$ cat config.mk
export PLATFORM = sky130hd
export DESIGN_NAME = murmur64a_stream_hash
export DESIGN_NICKNAME = d
export VERILOG_FILES = /design/src/design/m64a_pkg.sv /design/src/design/murmur64a_stream_hash.sv /design/src/design/m64a_mul.sv
export SDC_FILE = /design/constraint.sdc
export NUM_CORES = 2
export LEC_CHECK = 0
export ABC_CLOCK_PERIOD_IN_PS = 9100
export BUFFER_PORTS_ARGS = -buffer_cell sky130_fd_sc_hd__buf_2
export CORE_MARGIN = 1
export CORE_UTILIZATION = 58
export DETAILED_ROUTE_END_ITERATION = 16
export PLACE_DENSITY = 0.82
export SLEW_MARGIN = 10
export SYNTH_ARGS = -nofsm -noshare
export SYNTH_HDL_FRONTEND = slang
export SYNTH_SLANG_ARGS = --single-unit
$ cat constraint.sdc
create_clock -name clk -period 9.1 [get_ports clk]
set_clock_uncertainty 0.05 [all_clocks]
set_input_delay 1.82 -clock clk [delete_from_list [all_inputs] [get_ports clk]]
set_output_delay 1.82 -clock clk [all_outputs]
set_load 0.02 [all_outputs]
$ cat src/design/m64a_pkg.sv
// m64a_pkg: constants, field widths and helper functions for the murmur64a stream hash
// used by m64a_mul and murmur64a_stream_hash; no dependencies
`timescale 1ns / 1ps

package m64a_pkg;

  localparam int unsigned WORD_W   = 64;
  localparam int unsigned HALF_W   = 32;
  localparam int unsigned COUNT_W  = 4;
  localparam int unsigned LEN_W    = 32;
  localparam int unsigned IN_TDATA_W  = 104;  // 64 + 4 + 32 bits, padded to bytes
  localparam int unsigned OUT_TDATA_W = 64;

  localparam logic [WORD_W-1:0] MIX_MUL   = 64'hc6a4a7935bd1e995;
  localparam int unsigned       MIX_SHIFT = 47;
  localparam logic [COUNT_W-1:0] FULL_COUNT = 4'd8;

  // v ^ (v >> 47)
  function automatic logic [WORD_W-1:0] xor_shift(input logic [WORD_W-1:0] v);
    return v ^ (v >> MIX_SHIFT);
  endfunction

  // keep the low count bytes of a partial word
  function automatic logic [WORD_W-1:0] tail_mask(input logic [COUNT_W-1:0] count);
    logic [WORD_W-1:0] m;
    m = '0;
    for (int i = 0; i < 8; i++) begin
      if (COUNT_W'(i) < count) begin
        m[i*8 +: 8] = 8'hff;
      end
    end
    return m;
  endfunction

endpackage

$ cat src/design/murmur64a_stream_hash.sv
// murmur64a_stream_hash: streaming MurmurHash64A engine, sequencer around one shared multiplier
// depends on m64a_pkg and m64a_mul
`timescale 1ns / 1ps

// MurmurHash64A over a message delivered as little-endian 64-bit words, first byte in bits 7:0.
// The word flagged in tuser (first) loads the hash with hash_seed ^ (total_length * M); a word
// with byte_count 8 or more is mixed in fully, 1 to 7 bytes are masked and folded in, 0 leaves
// the hash alone. The word with tlast set produces one output transfer holding the finalized hash.
// The block takes one word at a time and is not ready while a word is in work. Every 64-bit
// multiply by the constant runs on a single shared 32x32 multiplier: a full word takes three
// multiplies, a tail one and an empty word none, plus one when the word opens a message and
// one when it closes it, and a word is held up while an earlier result still waits. The
// finished hash sits in an output register, so the next word is taken while the result
// waits; a second result waits in the sequencer until the register is free. hash_seed is
// written through cfg_wr_en / cfg_wr_data; the user must write it only while the block is
// idle, as the block itself does not enforce this.

module murmur64a_stream_hash (
  input  logic                               clk,
  input  logic                               rst,
  // configuration
  input  logic                               cfg_wr_en,
  input  logic [m64a_pkg::WORD_W-1:0]        cfg_wr_data,   // hash_seed
  // input stream
  input  logic                               s_axis_tvalid,
  output logic                               s_axis_tready,
  input  logic [m64a_pkg::IN_TDATA_W-1:0]    s_axis_tdata,  // data_word[63:0], byte_count[67:64],
                                                            // total_length[99:68], zero pad
  input  logic                               s_axis_tuser,  // first_item
  input  logic                               s_axis_tlast,  // last_item
  // result stream
  output logic                               m_axis_tvalid,
  input  logic                               m_axis_tready,
  output logic [m64a_pkg::OUT_TDATA_W-1:0]   m_axis_tdata   // hash_value
);
  import m64a_pkg::*;

  typedef enum logic [3:0] {
    S_IDLE,   // waiting for a word
    S_INIT,   // length times constant in flight
    S_BODY,   // pick full, tail or empty word
    S_MIX1,   // k * M in flight
    S_MIX2,   // (k ^ k>>47) * M in flight
    S_HMUL,   // h * M in flight
    S_END,    // word folded in; finalize if last
    S_FIN,    // finalize multiply in flight
    S_EMIT    // result waits for the output register
  } state_t;

  state_t             state;
  logic [WORD_W-1:0]  hash_seed;
  logic [WORD_W-1:0]  running_hash;  // unfinalized hash, kept across messages
  logic [WORD_W-1:0]  word;          // data word, later the final result
  logic [COUNT_W-1:0] count;
  logic               last;

  // shared multiplier
  logic               mul_start;
  logic [WORD_W-1:0]  mul_operand;
  logic               mul_busy;
  logic               mul_done;
  logic [WORD_W-1:0]  mul_product;

  logic               in_xfer;
  logic               out_free;
  logic [WORD_W-1:0]  tail_hash;
  logic [WORD_W-1:0]  mixed;

  assign s_axis_tready = (state == S_IDLE);
  assign in_xfer       = s_axis_tvalid && s_axis_tready;
  assign out_free      = !m_axis_tvalid || m_axis_tready;

  assign tail_hash = running_hash ^ (word & tail_mask(count));
  assign mixed     = xor_shift(mul_product);

  // multiplier launch for each step
  always_comb begin
    mul_start   = 1'b0;
    mul_operand = word;
    case (state)
      S_IDLE: begin
        mul_start   = in_xfer && s_axis_tuser;
        mul_operand = WORD_W'(s_axis_tdata[99:68]);
      end
      S_BODY: begin
        if (count >= FULL_COUNT) begin
          mul_start   = 1'b1;
          mul_operand = word;
        end else if (count != '0) begin
          mul_start   = 1'b1;
          mul_operand = tail_hash;
        end
      end
      S_MIX1: begin
        mul_start   = mul_done;
        mul_operand = mixed;
      end
      S_MIX2: begin
        mul_start   = mul_done;
        mul_operand = running_hash ^ mul_product;
      end
      S_END: begin
        mul_start   = last;
        mul_operand = xor_shift(running_hash);
      end
      default: begin
        mul_start   = 1'b0;
        mul_operand = word;
      end
    endcase
  end

  m64a_mul u_mul (
    .clk     (clk),
    .rst     (rst),
    .start   (mul_start),
    .operand (mul_operand),
    .busy    (mul_busy),
    .done    (mul_done),
    .product (mul_product)
  );

  always_ff @(posedge clk) begin
    if (rst) begin
      state         <= S_IDLE;
      hash_seed     <= '0;
      running_hash  <= '0;
      m_axis_tvalid <= 1'b0;
    end else begin
      if (cfg_wr_en) begin
        hash_seed <= cfg_wr_data;
      end
      // load wins over the drain of the previous transfer
      if (state == S_EMIT && out_free) begin
        m_axis_tvalid <= 1'b1;
      end else if (m_axis_tvalid && m_axis_tready) begin
        m_axis_tvalid <= 1'b0;
      end

      case (state)
        S_IDLE: begin
          if (in_xfer) begin
            word   <= s_axis_tdata[63:0];
            count  <= s_axis_tdata[67:64];
            last   <= s_axis_tlast;
            state  <= s_axis_tuser ? S_INIT : S_BODY;
          end
        end
        S_INIT: begin
          if (mul_done) begin
            running_hash <= hash_seed ^ mul_product;
            state        <= S_BODY;
          end
        end
        S_BODY: begin
          if (count >= FULL_COUNT) begin
            state <= S_MIX1;
          end else if (count != '0) begin
            state <= S_HMUL;
          end else begin
            state <= S_END;
          end
        end
        S_MIX1: begin
          if (mul_done) begin
            state <= S_MIX2;
          end
        end
        S_MIX2: begin
          if (mul_done) begin
            state <= S_HMUL;
          end
        end
        S_HMUL: begin
          if (mul_done) begin
            running_hash <= mul_product;
            state        <= S_END;
          end
        end
        S_END: begin
          state <= last ? S_FIN : S_IDLE;
        end
        S_FIN: begin
          if (mul_done) begin
            word  <= mixed;
            state <= S_EMIT;
          end
        end
        S_EMIT: begin
          if (out_free) begin
            m_axis_tdata  <= word;
            state         <= S_IDLE;
          end
        end
        default: begin
          state <= S_IDLE;
        end
      endcase
    end
  end

`ifndef SYNTHESIS
  a_start_free: assert property (@(posedge clk) disable iff (rst)
    mul_start |-> !mul_busy)
    else $error("multiplier launched while busy");
  a_done_waited: assert property (@(posedge clk) disable iff (rst)
    mul_done |-> (state == S_INIT || state == S_MIX1 || state == S_MIX2 ||
                  state == S_HMUL || state == S_FIN))
    else $error("multiplier result with no step waiting for it");
  a_emit_loads: assert property (@(posedge clk) disable iff (rst)
    (state == S_EMIT && out_free) |=> (m_axis_tvalid && state == S_IDLE))
    else $error("result not moved into output register");
  a_busy_after_take: assert property (@(posedge clk) disable iff (rst)
    in_xfer |=> !s_axis_tready)
    else $error("ready again right after a transfer");
  a_first_starts_mul: assert property (@(posedge clk) disable iff (rst)
    (in_xfer && s_axis_tuser) |=> mul_busy)
    else $error("first word did not start the length multiply");
`endif

endmodule

$ cat src/design/m64a_mul.sv
// m64a_mul: low 64 bits of operand times the mix constant, one 32x32 product per cycle
// depends on m64a_pkg
`timescale 1ns / 1ps

module m64a_mul (
  input  logic                          clk,
  input  logic                          rst,
  input  logic                          start,
  input  logic [m64a_pkg::WORD_W-1:0]   operand,
  output logic                          busy,
  output logic                          done,
  output logic [m64a_pkg::WORD_W-1:0]   product
);
  import m64a_pkg::*;

  typedef enum logic [1:0] {
    STEP_LL,  // a_lo * m_lo, full width
    STEP_LH,  // a_lo * m_hi, low half into upper word
    STEP_HL   // a_hi * m_lo, low half into upper word
  } step_t;

  logic [WORD_W-1:0] a;
  logic [WORD_W-1:0] acc;
  step_t             step;
  logic [HALF_W-1:0] op_x;
  logic [HALF_W-1:0] op_y;
  logic [WORD_W-1:0] pp;

  always_comb begin
    op_x = (step == STEP_HL) ? a[WORD_W-1:HALF_W] : a[HALF_W-1:0];
    op_y = (step == STEP_LH) ? MIX_MUL[WORD_W-1:HALF_W] : MIX_MUL[HALF_W-1:0];
    pp   = WORD_W'(op_x) * WORD_W'(op_y);
  end

  always_ff @(posedge clk) begin
    if (rst) begin
      busy <= 1'b0;
      done <= 1'b0;
      step <= STEP_LL;
    end else begin
      done <= 1'b0;
      if (start && !busy) begin
        busy <= 1'b1;
        step <= STEP_LL;
        a    <= operand;
      end else if (busy) begin
        case (step)
          STEP_LL: begin
            acc  <= pp;
            step <= STEP_LH;
          end
          STEP_LH: begin
            acc[WORD_W-1:HALF_W] <= acc[WORD_W-1:HALF_W] + pp[HALF_W-1:0];
            step <= STEP_HL;
          end
          STEP_HL: begin
            acc[WORD_W-1:HALF_W] <= acc[WORD_W-1:HALF_W] + pp[HALF_W-1:0];
            busy <= 1'b0;
            done <= 1'b1;
            step <= STEP_LL;
          end
          default: begin
            busy <= 1'b0;
            step <= STEP_LL;
          end
        endcase
      end
    end
  end

  assign product = acc;

`ifndef SYNTHESIS
  a_no_restart: assert property (@(posedge clk) disable iff (rst)
    busy |-> !done)
    else $error("multiplier done while still busy");
  a_done_after_busy: assert property (@(posedge clk) disable iff (rst)
    done |-> $past(busy))
    else $error("multiplier done without a run");
  a_step_idle: assert property (@(posedge clk) disable iff (rst)
    !busy |-> step == STEP_LL)
    else $error("multiplier step not reset when idle");
`endif

endmodule

==> metrics.md <==
| Metric | Value |
|---|---|
| Outcome | `finished clean` |
| Crit-path most repeated cell | `fa_1` |
| Post-Place Setup Slack | `-0.229 ns` |
| Reg2reg start | `u_mul.step[0]$_SDFFE_PN0P_` |
| Final Worst Setup Slack | `0.133 ns` |
| Period utilization | `98.5%` |
| Post-synth EDFFs | `261` |
| CP Max Fanout | `8` |
| Clock period minus final worst setup slack | `8.97 ns` |
| Placed wire-length estimate | `125000 um` |
| # H-tree levels | `2` |
| #FFs+latches synth | `398` |
| Area Growth Syn to Fin | `17.6%` |
| Fin. Hold Viols | `0` |
| Clock transition at path regs | `0.07 ns` |
| Busiest grt layer | `met2` |
| Max incr delay on CP | `0.56 ns` |
| Initial DRC count | `5004` |
| Detailed-route DRC error count | `0` |
| Post-CTS Hold Fix Bufs | `0` |
| Commonest non-fill, non-tap cells in the layout | `796 x inv_1, 599 x fa_1, 513 x buf_4, 409 x ha_1, 361 x nor2_1` |
| Number of global-route vias before repair | `38300` |
| Fmax achieved | `0.112 GHz` |
| Worst path required time | `9.33 ns` |
| Arr. time, crit path | `9.20 ns` |
| Slew Limit Fails | `0` |
| Critical path class | `flop to flop` |
| Drt wl/cell | `24.9 um` |
| Most common cell after layout, fill and taps aside | `inv_1` |
| Placer Congestion | `1.05` |
| Synthesized area per cell | `9.83 um^2` |
| CP max-delay cell | `fa_1` |
| Worst relative slew slack | `8.75%` |
| Hold_sp | `word[57]$_DFFE_PP_` |
| Met2 Track Usage GR | `60.2%` |
| Met3 GRT Util | `10.9%` |
| CP endpoint kind | `flop` |
| Ratio of cells with drive above 1 in the final layout | `20.6%` |
| Die area | `79200 um^2` |
| Setup TNS | `0 ns` |
| DRT antenna net count | `0` |
| FP Rows | `102` |
| Yosys cell types | `82` |
| Unrepaired setup endpoints after global routing | `yes` |
| Setup crit start kind | `flop` |
| CTS buffer count | `37` |
| GRT overflow | `0` |
| Main flop type after synthesis | `edfxtp_1` |
| CTS root buffer | `clkbuf_16` |
| Worst-Margin Slew | `1.37 ns` |
| Critical Path Start | `u_mul.step[0]$_SDFFE_PN0P_` |
| 1st-pass router iterations | `8` |
| CTS tree | `built` |
| Die Y | `281 um` |
| Met1 usage | `53.1%` |
| Max clock buf depth | `3` |
| Max-cap violations | `0` |
| Initial Util | `58.6%` |
| Syn Std Cell Area | `45300 um^2` |
| Vias/cell | `6.06` |
| Worst-Skew Late Latency | `0.55 ns` |
| First-pass GRT wire length | `232000 um` |
| Final setup fails | `0` |
| WL final | `156000 um` |
| Total Routing Usage GR | `39.7%` |
| # IOs | `241` |
| Initial antenna violation count | `5` |
| Sequential share of the synthesized area | `23.4%` |
| Clock sink total | `398` |
| Width of the die | `281 um` |
| Yosys warnings | `0` |
| Core area | `77300 um^2` |
| Post-Syn Instances | `4606` |
| Final Core Density | `68.9%` |
| Port buffer count | `236` |
| Vias | `38000` |
| Largest net degree at the start of global routing | `83` |
| Post-synth ARST share | `0%` |
| Layout Nets | `6434` |
| Hold Crit Class | `flop to flop` |
[flip-flops by register name (all words and copies together), names as in the netlist, 2 cells and up]
name / count
word: 64
m_axis_tdata: 64
u_mul.a: 64
u_mul.step: 2
count: 4
running_hash: 64
hash_seed: 64
u_mul.product: 64
state: 4
[per-stage QoR]
step	hold slack, ns	std cells	area (um^2)
after floorplan	0.375	4608	45300
after global placement	0.383	6183	50900
after detailed placement	0.389	6183	50900
after CTS	0.413	6256	52400
after global routing	0.428	6277	53200
final	0.414	6280	53200
[cell usage after synthesis, drive strengths merged (29+ instances only)]
cell | count | area [um^2]
inv | 812 | 3050
fa | 609 | 12200
ha | 441 | 5520
nor2 | 373 | 1400
nand2 | 265 | 995
edfxtp | 261 | 7840
a21oi | 224 | 1120
o21ai | 212 | 1060
clkbuf | 171 | 647
dfxtp | 137 | 2740
xor2 | 121 | 1060
xnor2 | 110 | 963
mux2i | 100 | 1000
a21o | 85 | 638
a211oi | 76 | 586
a31oi | 72 | 450
mux2 | 59 | 664
nand3 | 56 | 280
buf | 33 | 133
o22ai | 29 | 181
[critical path, delay by kind of cell (launching register included)]
| kind | cells | cell delay (ns) |
|---|---|---|
| flip-flops | 1 | 0.33 |
| XOR/XNOR | 3 | 0.38 |
| buffers and inverters | 11 | 1.14 |
| AO/OA/AOI/OAI | 7 | 1.26 |
| AND/OR/NAND/NOR | 7 | 1.08 |
| adder cells (fa/ha/maj) | 11 | 4.24 |
| multiplexers | 1 | 0.21 |
[cells by family after synthesis]
group	count (synthesis)	share of synthesized area, %
adders and majority gates	1050	39.1
buffers and inverters	1020	8.48
AOI/OAI and AO/OA	896	12.8
and+or+nand+nor	850	8.10
DFF	398	23.4
xor gates and xnor gates	231	4.47
muxes	159	3.68
other	2	0.0166
[what timing repair did]
item,in CTS,in global routing
setup endpoints to repair,8,16
resized for setup,31,155
gates cloned,1,0
hold endpoints to repair,0,0
pin swaps,19,70
buffers inserted,7,19
[per-layer routing]
| metal | part of all wire, % | up-vias |
|---|---|---|
| met5 | 0.19 | - |
| met4 | 6.4 | 6 |
| met3 | 13 | 546 |
| met2 | 44 | 2452 |
| met1 | 37 | 18500 |
| li1 | - | 16500 |
[layout make-up]
class / instances / area (um^2)
clock buffer: 47 / 1010
fill: 5788 / 24100
timing repair buffer: 766 / 5300
inverter: 816 / 3070
multi-input combinational: 3190 / 31800
antenna: 5 / 12.5
sequential: 398 / 10600
clock inverter: 18 / 169
tap: 1040 / 1300
[final timing paths]
check	to	slack [ns]	depth (start not counted)
worst max-delay path	u_mul.product[61]$_DFFE_PP_	0.13	40
worst min-delay path	m_axis_tdata[57]$_DFFE_PP_	0.41	0
worst max register to register	u_mul.product[61]$_DFFE_PP_	0.13	40
worst min register to register	m_axis_tdata[57]$_DFFE_PP_	0.41	0
Power is not shown: default switching activity piles up to over one toggle a cycle in this logic, so the estimate is an artifact.
